[config.mk]
export PLATFORM = sky130hd
export DESIGN_NAME = gnms_ram
export DESIGN_NICKNAME = d
export VERILOG_FILES = /design/src/design/gnms_ram.sv
export SDC_FILE = /design/constraint.sdc
export NUM_CORES = 2
export LEC_CHECK = 0
export ABC_CLOCK_PERIOD_IN_PS = 6900
export BUFFER_PORTS_ARGS = -buffer_cell sky130_fd_sc_hd__buf_2
export CORE_MARGIN = 2
export CORE_UTILIZATION = 30
export CTS_BUF_LIST = sky130_fd_sc_hd__clkbuf_8
export CTS_CLUSTER_SIZE = 20
export DETAILED_ROUTE_END_ITERATION = 16
export HOLD_SLACK_MARGIN = 0.05
export SYNTH_ARGS = -nofsm -noshare
export SYNTH_HDL_FRONTEND = slang
export SYNTH_SLANG_ARGS = --single-unit
[constraint.sdc]
create_clock -name clk -period 6.9 [get_ports clk]
set_input_delay 0.69 -clock clk [delete_from_list [all_inputs] [get_ports clk]]
set_output_delay 0.69 -clock clk [all_outputs]
set_load 0.05 [all_outputs]
[src/design/gnms_ram.sv]
module gnms_ram #(
    parameter int WIDTH = 64,
    parameter int DEPTH = 64
) (
    input  logic                     clk,
    input  logic                     we,
    input  logic [$clog2(DEPTH)-1:0] waddr,
    input  logic [WIDTH-1:0]         wdata,
    input  logic [$clog2(DEPTH)-1:0] raddr,
    output logic [WIDTH-1:0]         rdata
);

    logic [WIDTH-1:0] mem [DEPTH];

    always_ff @(posedge clk)
    begin
        if (we)
        begin
            mem[waddr] <= wdata;
        end
        rdata <= mem[raddr];
    end

endmodule

### Yosys cells after proc, flatten, opt, wreduce, memory -nomap -nowiden

Memories as Yosys holds them, arrays and structs flattened. A register that Yosys moved wholly into a read port is not among the register bits.
Cells that the tools add are included.

| word-level totals | value |
|---|---|
| bits in registers | 0 |
| bits in writable memories | 4096 |
| input bits | 78 |
| output and inout bits | 64 |
| logic and storage cells | 3 |
| memories | 1 |

Memory list:

| name | depth | bits a word | rd ports | clocked after memory_dff | write ports | line | RTL |
|---|---|---|---|---|---|---|---|
| mem | 64 | 64 | 1 | 1 | 1 | 13 | `logic [WIDTH-1:0] mem [DEPTH];` |

| cells by class | value |
|---|---|
| muxes and demuxes | 2 |

Operators with widths:

| cell | number |
|---|---|
| $mux W1 | 2 |

### Logic depth before layout (Yosys ltp)

| logic depth | value |
|---|---|
| depth in word-level cells | 2 |
| gate-level depth with buffers | 9 |
| depth with buffers taken out | 5 |

### Least setup slack after synthesis

Ideal clock, no wire load.

| timing | value |
|---|---|
| path kind | input to register |
| start | in waddr[3] |
| end | mem mem[48][0] (enable) |
| setup time | 0.564 ns |
| arrival time | 5.562 ns |
| required time | 6.336 ns |
| slack | 0.774 ns |
| stages | 4 |
| path buffers | 1 |
| cells stage by stage | clkbuf_1 > nor2b_1 > nand4b_1 > nor3_1 |

RTL lines:

| item | line | RTL |
|---|---|---|
| start, declared | 7 | `input logic [$clog2(DEPTH)-1:0] waddr,` |
| end, declared | 13 |  |

No word-level cell before the write port.

### Worst setup path after layout

| timing | value |
|---|---|
| start | in waddr[2] |
| end | mem mem[29][18] (enable) |

No word-level cell before the write port.

==> results by stage <==
Die:
- The area of the placeable core is 520,000 sq um.
- The row count is 265.
- The vertical die dimension is 726 um.
- In this run the horizontal extent of the chip is 726 um.
- The area of the die is 527,000 sq um.
- The count of pins on the block boundary is 142.
- The starting density of the core is 30.1%.

STA:
- Setup violations remaining at the end of the flow were counted as 0.
- Setup repair after global routing left no endpoint under its margin.
- The post-layout minimum cycle time is between 3 and 4 ns.
- The number of pins with negative max-slew slack in the final report is 0.
- Across all hold checks on the routed design, the worst slack comes to 0.184 ns.
- The transition time of the tightest slew-check pin is ~1.4 ns.
- The ratio of final minimum period to clock period is 50.3%.
- The fmax is 288 MHz.
- On the final layout, the worst clock skew is 0.0631 ns.
- The sum of negative setup slack is 0 ns.
- The worst slew margin relative to its limit is 6.60%.
- The total count of hold-check failures in the final report came to 0.

Worst setup path:
- The critical-path maximum fanout is 23.
- The kind of critical path is primary input to flop.
- The worst path required time is 7.69 ns.
- The kind of capture point of the worst setup path is a flop.
- STA classifies the critical path startpoint as a primary input.
- The data arrival time at the worst-slack endpoint is between 4 and 5 ns.

Final layout:
- The number of fill cells in the layout is 48,200.
- In the final layout, the multi-input gates occupy 30,800 sq um.
- Registers take 124,000 sq um.
- The number of cells in the finished layout apart from fillers is 14,700.
- The layout cell share with drive strength beyond 1 is between 20% and 30%.
- The area overhead of the layout relative to synthesis is 14.4%.
- The final layout net count is 7,315.

Placed design:
- The number of placed instances, taps included, is roughly 14,000.
- The detailed placer's ending HPWL is 241,000 um.
- The final weighted congestion in routability-driven placement is a little under 0.8.
- The number of port buffers is ~140.

Synthesis:
- After synthesis, the share of flip-flops with an asynchronous set or reset is 0%.
- Of the post-synthesis cell area, the dominant cell type holds roughly 79%.
- The most used flip-flop cell after synthesis is edfxtp_1.
- The number of standard cells after synthesis is between 6,000 and 7,000.
- The number of nets in the synthesized netlist is 6,676.
- The Yosys step of the flow raised 0 warnings.
- The portion of the post-synthesis area used by sequential elements is slightly below 80%.
- The cell type with the highest aggregate area in the netlist is edfxtp_1.
- The post-synthesis area per instance is 23.7 sq um.
- By area the synthesized netlist is led by edfxtp_1, mux4_2, mux2i_1.
- The total of flip-flops plus latches after synthesis is 4,160.
- Yosys mapped the design onto 33 distinct sky130hd cell types.
- The most frequent cell after synthesis is edfxtp_1.
- The commonest cells after synthesis are edfxtp_1, mux4_2, buf_2.
- The synthesized design contains 4,096 enable-type register cells.
- The summed instance area of the synthesized netlist is 156,000 sq um.

Global route:
- The via count of the first global-routing pass is 78,000.
- Entering global routing, the biggest net connects 130 pins.
- The global route total overflow is 0.
- The global-route total usage across every layer is 16.3%.
- The first-pass GRT wire length is between 600,000 and 700,000 um.
- The initial antenna violation count came to 73.

Route:
- In the routed design, unresolved DRC markers number 0.
- Wires add up to 441,000 um.
- Once detail routing completed, the nets flagged for antenna violations numbered 0.
- After the first detailed-routing iteration, the DRC count stood at 9,345.
- The number of optimization iterations in the first detailed-route pass is 5.
- The detail-routed net length per standard cell is 29.9 um.
- Dividing the detail-routed via count by the number of cells gives 5.17.
- The detailed router placed 76,300 vias in this run.

Clocking:
- In this run the clock root is driven by a clkbuf_8.
- Clock-pin slew was measured on the worst setup and hold paths at about 0.060 ns.
- The number of clock sinks is 4,160.
- Gates resized during post-CTS repair numbered 0.
- The longest clock path from root to sink contains 4 buffers.
- The TritonCTS clock tree is done.
- The later pin in the worst-skew pair is clocked with a latency of 1.22 ns.
- In this run the number of H-tree levels came out at 6.
- Buffers inserted during clock tree synthesis total 663.

Min path:
- The type of the tightest min-delay check is primary input to flop.

Power:
- The worst-case IR drop observed on VDD is 0.204 mV.
- The analysis attributes to cell leakage a power of 55.4 nW.
- The power density normalized to cell area is 280 nW/um^2.

Job:
- Max-cap violations in this run came to 0.

Status:
- The flow ran to the end, and the final reports show no timing, DRC or antenna violations.
[power by group]
part | internal (mW) | switching [mW] | leakage [nW]
Sequential | 28.0 | 0.165 | 37.4
Clock | 9.63 | 9.80 | 7.02
Combinational | 0.861 | 1.68 | 11.0
[routing by layer]
metal,vias up,wire (um),GRT usage [%]
met3,733,38400,3.13
met4,12,12800,4.89
li1,29900,-,-
met5,-,77,0
met1,41700,175000,21.9
met2,3869,214000,26.8
[cell families (layout without fill, tap and decap cells)]
group                  after synthesis  count (layout)  share of synthesized area [%]
flip-flops                        4160            4160                           79.5
multiplexers                      1159            1159                           15.6
AO/OA/AOI/OAI                      504             504                           2.48
buffers and inverters              389            1554                           1.18
AND/OR/NAND/NOR                    386             386                           1.24
other                                0              36                              0
[worst max-delay path, stage by stage]
cell and delay (ns):
dlygate4sd3_1 0.64, buf_2 0.26, nor2b_1 0.20, nand3_1 0.57, nor2_4 1.12, buf_4 0.59
[final timing paths]
| kind | startpoint | slack [ns] | end | depth (start not counted) |
|---|---|---|---|---|
| setup / recovery | waddr[2] | 3.43 | mem[29][18]$_DFFE_PP_ | 6 |
| setup reg to reg | mem[10][32]$_DFFE_PP_ | 4.66 | rdata[32]$_DFF_P_ | 5 |
| hold reg to reg | mem[38][14]$_DFFE_PP_ | 0.79 | rdata[14]$_DFF_P_ | 4 |
| hold / removal | waddr[1] | 0.18 | mem[50][3]$_DFFE_PP_ | 3 |
[cell type report]
type	instances	area share (%)
multi-input cells	2049	17.2
diodes	36	0.0504
inverters	19	0.0399
well taps	6942	4.86
flip-flops and latches	4160	69.5
repair buffers	344	1.55
clock inverters	496	1.42
clock buffers	695	5.35
[what timing repair did]
item,CTS,global route
buffers inserted,0,0
hold buffers,2,0
endpoints found under the setup margin,0,0
hold endpoints to repair,2,0
[cells in the final DEF, fill, tap and decap left out, types with 15 or more instances in the layout]
cell        instances
a211oi_1           62
a22o_1             88
a22oi_1           168
a2bb2oi_1          19
a31oi_1            18
a41oi_1            26
and3_1             64
buf_12             41
buf_2             138
buf_4             161
clkbuf_8          695
clkinv_1          146
clkinv_2           55
clkinvlp_4         15
dfxtp_1            64
diode_2            36
edfxtp_1         4096
inv_1             249
mux2i_1           135
mux4_2           1024
nand2_1            55
nand3_1            45
nor2_1             47
nor2_4             65
nor2b_1            24
o221ai_1           38
o22ai_1            83
or2_2              28
or3_1              29
[registers in the layout (all words and copies together) (netlist names)]
signal  count
rdata      64
mem      4096
[through the flow]
step | cell area (sq um) | total power, mW | worst slack (ns) | util, %
after floorplan | 156000 | 30.1 | 0.774 | -
after global placement | 167000 | 31.2 | 2.50 | 32.0
after detailed placement | 167000 | 31.3 | 2.66 | 32.0
after CTS | 179000 | 50.6 | 3.51 | 34.4
after global routing | 179000 | 51.7 | 3.47 | 34.4
final | 179000 | 50.1 | 3.43 | 34.4
(Power assumes the default switching activity.)
